`config.mk`:
```
export PLATFORM = sky130hd
export DESIGN_NAME = qmn_queue
export DESIGN_NICKNAME = d
export VERILOG_FILES = /design/src/rtl/qmn_pkg.sv /design/src/rtl/qmn_queue.sv
export SDC_FILE = /design/constraint.sdc
export NUM_CORES = 1
export LEC_CHECK = 0
export ABC_AREA = 1
export BUFFER_PORTS_ARGS = -buffer_cell sky130_fd_sc_hd__buf_2
export CELL_PAD_IN_SITES_DETAIL_PLACEMENT = 1
export CELL_PAD_IN_SITES_GLOBAL_PLACEMENT = 1
export CORE_MARGIN = 1
export CORE_UTILIZATION = 43
export CTS_CLUSTER_SIZE = 14
export DETAILED_ROUTE_END_ITERATION = 10
export PLACE_DENSITY_LB_ADDON = 0.1
export RECOVER_POWER = 100
export REMOVE_ABC_BUFFERS = 1
export SLEW_MARGIN = 20
export SYNTH_ARGS = -nofsm -noshare
export SYNTH_HDL_FRONTEND = slang
export SYNTH_SLANG_ARGS = --single-unit
```
`constraint.sdc`:
```
create_clock -name i_clk -period 8.4 [get_ports i_clk]
set_input_delay 0.42 -clock i_clk [delete_from_list [all_inputs] [get_ports i_clk]]
set_output_delay 0.42 -clock i_clk [all_outputs]
set_load 0.01 [all_outputs]
```
`src/rtl/qmn_pkg.sv`:
```
// Shared constants and helpers of the normalized quaternion product.
`default_nettype none
package qmn_pkg;
    localparam int unsigned QMN_COMP_W      = 16;
    localparam int unsigned QMN_QUEUE_DEPTH = 4;

    function automatic int unsigned qmn_entry_w(input int unsigned comp_w);
        return 1 + (4 * comp_w + 4) + 4 * (4 * comp_w + 2) + 4 + 4 * comp_w;
    endfunction
endpackage
`default_nettype wire

```
`src/rtl/qmn_queue.sv`:
```
// Short queue that decouples the front end from the normalizing back end.
`default_nettype none
module qmn_queue import qmn_pkg::*; #(
    parameter int unsigned DATA_W = qmn_entry_w(QMN_COMP_W),
    parameter int unsigned DEPTH  = QMN_QUEUE_DEPTH
) (
    input  wire logic              i_clk,
    input  wire logic              i_rst_n,
    input  wire logic              i_push,
    input  wire logic [DATA_W-1:0] i_data,
    output logic                   o_full,
    input  wire logic              i_pop,
    output logic                   o_valid,
    output logic [DATA_W-1:0]      o_data
);
    localparam int unsigned PTR_W = (DEPTH > 1) ? $clog2(DEPTH) : 1;
    localparam int unsigned CNT_W = $clog2(DEPTH + 1);

    logic [DATA_W-1:0] r_mem [0:DEPTH-1];
    logic [PTR_W-1:0]  r_wr, r_rd;
    logic [CNT_W-1:0]  r_cnt;

    assign o_full  = r_cnt == CNT_W'(DEPTH);
    assign o_valid = r_cnt != '0;
    assign o_data  = r_mem[r_rd];

    always_ff @(posedge i_clk) begin
        if (!i_rst_n) begin
            r_wr  <= '0;
            r_rd  <= '0;
            r_cnt <= '0;
        end else begin
            if (i_push) begin
                r_wr <= (r_wr == PTR_W'(DEPTH - 1)) ? '0 : r_wr + 1'b1;
            end
            if (i_pop) begin
                r_rd <= (r_rd == PTR_W'(DEPTH - 1)) ? '0 : r_rd + 1'b1;
            end
            if (i_push && !i_pop) begin
                r_cnt <= r_cnt + 1'b1;
            end else if (!i_push && i_pop) begin
                r_cnt <= r_cnt - 1'b1;
            end
        end
    end

    always_ff @(posedge i_clk) begin
        if (i_push) begin
            r_mem[r_wr] <= i_data;
        end
    end
endmodule
`default_nettype wire

```
==> flow_summary.yaml <==
grt:
  grt_pass1_vias: 38920
  grt_pass1_wl_um: 245700
  grt_max_degree: 253
  antenna_found_initial: 39
  grt_util_all_layers_pct: 23.23
  gr-total-overflow: 0
timing:
  clock.fmax_mhz: 168.4
  drv_slew: 865
  worst_clock_skew_ns: 0.01876
  slew_headroom_pct: -177.0
  rsz0062_at_grt: "no"
  fin_crit_ns: 5.937
  period_share_pct: 70.68
  setup_viol: 0
  hold_violations: 0
  worstMarginPinSlew_ns: 4.155
setup_path:
  critPathMaxFanout: 65
  cp_common_cell: "buf_4"
  critPathCaptureType: "primary output"
  path_delay_family: "buffers and inverters"
  required_ns: 7.98
  crit_type: "reg -> out"
  critPathBufInv: 3
  critical-path-max-stage-delay_ns: 2.08
  crit_path_start_kind: "register"
  worstPathCellList: "buf_4 -> buf_4 -> o21ai_0 -> o22ai_1 -> clkbuf_1"
  arrival_ns: 5.52
  crit_slowest_cell: "dfxtp_1"
clock_network:
  insertion_delay_ns: 0.77
  cts_max_level: 4
  cts_tree: "yes"
  post-cts-setup-buffers: 0
  numCtsBuffers: 170
  cts.sinks: 1613
  clock_path_buffers: 3
  cts-root-buf: "clkbuf_16"
  cts.reportedPaths.clkPinSlew_ns: 0.06
  postCtsResizedCells: 0
power:
  switching_share_pct: 24.04
  power.density_mw_per_mm2: 249.4
  seqPwrFrac_pct: 51.0
  p_leak_nw: 23.57
  combPwrFrac_pct: 10.1
  fin_total_pwr_mw: 18.27
  max-vdd-ir-drop_mv: 0.1830
  p_clk_share_pct: 38.9
  p_switching_mw: 4.391
  p_int_mw: 13.87
yosys:
  synth-warning-count: 0
  syn_inst: 3937
  syn_area_per_cell_um2: 15.10
  synth-seq-cells: 1613
  synth_area_mm2: 0.05946
  ys_top_cells_by_area: "edfxtp_1 81%, o21ai_0 6.8%, nor2_1 5.1%, o22ai_1 4.2%, buf_2 0.83%"
  synth_commonest_cells: "1604 x edfxtp_1, 811 x nor2_1, 803 x o21ai_0"
  synth.most_common_cell: "edfxtp_1"
  synth_top_cell_by_area: "edfxtp_1"
  ys_types: 22
  synth-main-ff-cell: "edfxtp_1"
  synth_edf_count: 1604
  ys_seq_area_share_pct: 81.31
  synth_top_area_share_pct: 81.01
  synthArstFlopShare_pct: 0
drt:
  vias: 37700
  avgViaCountPerCell: 5.352
  wl_met1_um: 67300
  post_drt_wl_per_cell_um: 23.64
  drt_wl_total_um: 166600
  top_layer_used: "met5"
  detail-route-antenna-nets: 0
  first_pass_iters: 5
  wl_met3_um: 11590
  first_iter_violations: 2164
  drc_errors: 0
  wl_met2_um: 82840
final_layout:
  nNetsFinal: 5503
  area_delta_synth_final_pct: 23.17
  fin_area_mm2: 0.07324
  drive_gt1_share_pct: 4.980
run:
  drv_cap: 16
floorplanning:
  num_io_pins: 808
  initial_utilization_pct: 43.30
  fp-row-count: 136
  chipWidth_um: 373.9
  dieHeight_um: 373.9
  coreArea_mm2: 0.1373
  die_area_mm2: 0.1398
place:
  placed_cell_area_mm2: 0.06498
  gp_congestion: 0.7577
  dpl.hpwl_um: 96380
  portBuffers: 807
outcome:
  failed_checks: "capacitance limit, slew limit"
  status: "complete, but fails checks"
worst_hold_path:
  hp-class: "in -> reg"
-- kinds of logic (layout without fill, tap and decap cells) --
| family | after synthesis | in the layout | share of synthesized area [%] |
|---|---|---|---|
| flops | 1613 | 1613 | 81.31 |
| xor+xnor | 1 | 1 | 0.01473 |
| simple gates | 825 | 825 | 5.221 |
| fa+ha+maj | 7 | 7 | 0.1599 |
| buf+inv | 282 | 1566 | 2.273 |
| other cells | 0 | 29 | 0 |
| compound gates | 1209 | 1209 | 11.02 |
-- final cells by class --
| class | instances | area, um^2 |
|---|---|---|
| Tap cell | 1794 | 2245 |
| Fill cell | 13760 | 64090 |
| Sequential cell | 1613 | 48350 |
| Antenna cell | 29 | 72.57 |
| Clock inverter | 72 | 576.8 |
| Inverter | 16 | 101.3 |
| Clock buffer | 230 | 4649 |
| Timing Repair Buffer | 1248 | 7481 |
| Multi-Input combinational cell | 2042 | 9761 |
-- power groups by stage --
stage,combinational (mW),clock (mW),sequential (mW)
global placement,1.75,0,9.46
CTS,1.96,7.27,9.30
global route,2.00,7.54,9.34
finish,1.84,7.11,9.32
floorplan,0.860,0,9.63
detailed placement,1.78,0,9.47
-- cells in the final DEF (no fill, tap or decap), drive strengths merged --
master and count:
edfxtp 1604, clkbuf 1039, nor2 811, o21ai 805
dlygate4sd3 404, o22ai 401, clkinv 61, buf 35
diode 29, inv 16, nand2 9, dfxtp 9
bufinv 8, ha 6, nor3 3, a21oi 3
clkinvlp 3, xor2 1, nand3 1, nand4 1
fa 1
-- registers in the layout, summed over array words and instances, names as in the netlist, named ones only --
| name | count |
|---|---|
| r_mem | 1604 |
| r_rd | 2 |
| r_wr | 2 |
| r_cnt | 3 |
-- path summary, 6_finish.rpt --
path	depth (start not counted)	startpoint	to	slack, ns
min reg2reg	2	r_wr[1]$_SDFFE_PN0P_	r_wr[1]$_SDFFE_PN0P_	0.54
max reg2reg	6	r_wr[0]$_SDFFE_PN0P_	r_mem[0][230]$_DFFE_PP_	2.59
max	5	register	o_data[333]	2.46
min	2	i_data[221]	r_mem[0][221]$_DFFE_PP_	0.43
-- metal layers --
metal | global-route usage, % | vias up
met1 | 28.82 | 19150
met2 | 38.75 | 951
met3 | 6.960 | 251
met4 | 7.772 | 26
li1 | - | 17320
met5 | 0 | -
-- worst register-to-register path: stages, from the launching register on --
cell	delay, ns
dfxtp_1	0.40
inv_1	0.08
ha_1	0.19
nand2_1	0.08
clkinvlp_2	1.82
buf_12	0.90
clkbuf_1	1.55
-- timing repair --
action | CTS | global route
hold buffers | 404 | 0
hold endpoints to repair | 1613 | 0
setup endpoints to repair | 0 | 0
-- through the flow --
step	utilization, %	hold slack (ns)	std cells	TNS (ns)	setup WS [ns]
2_1_floorplan	-	0.4897	3671	-8447.21	-18.65
3_3_place_gp	47.32	0.5166	6309	0	4.792
3_5_place_dp	47.32	0.5382	6309	0	4.689
4_1_cts	54.07	0.3044	7015	0	3.796
5_1_grt	53.32	0.3995	7039	0	1.932
6_report	53.33	0.4313	7044	0	2.463
(Power assumes the default switching activity.)
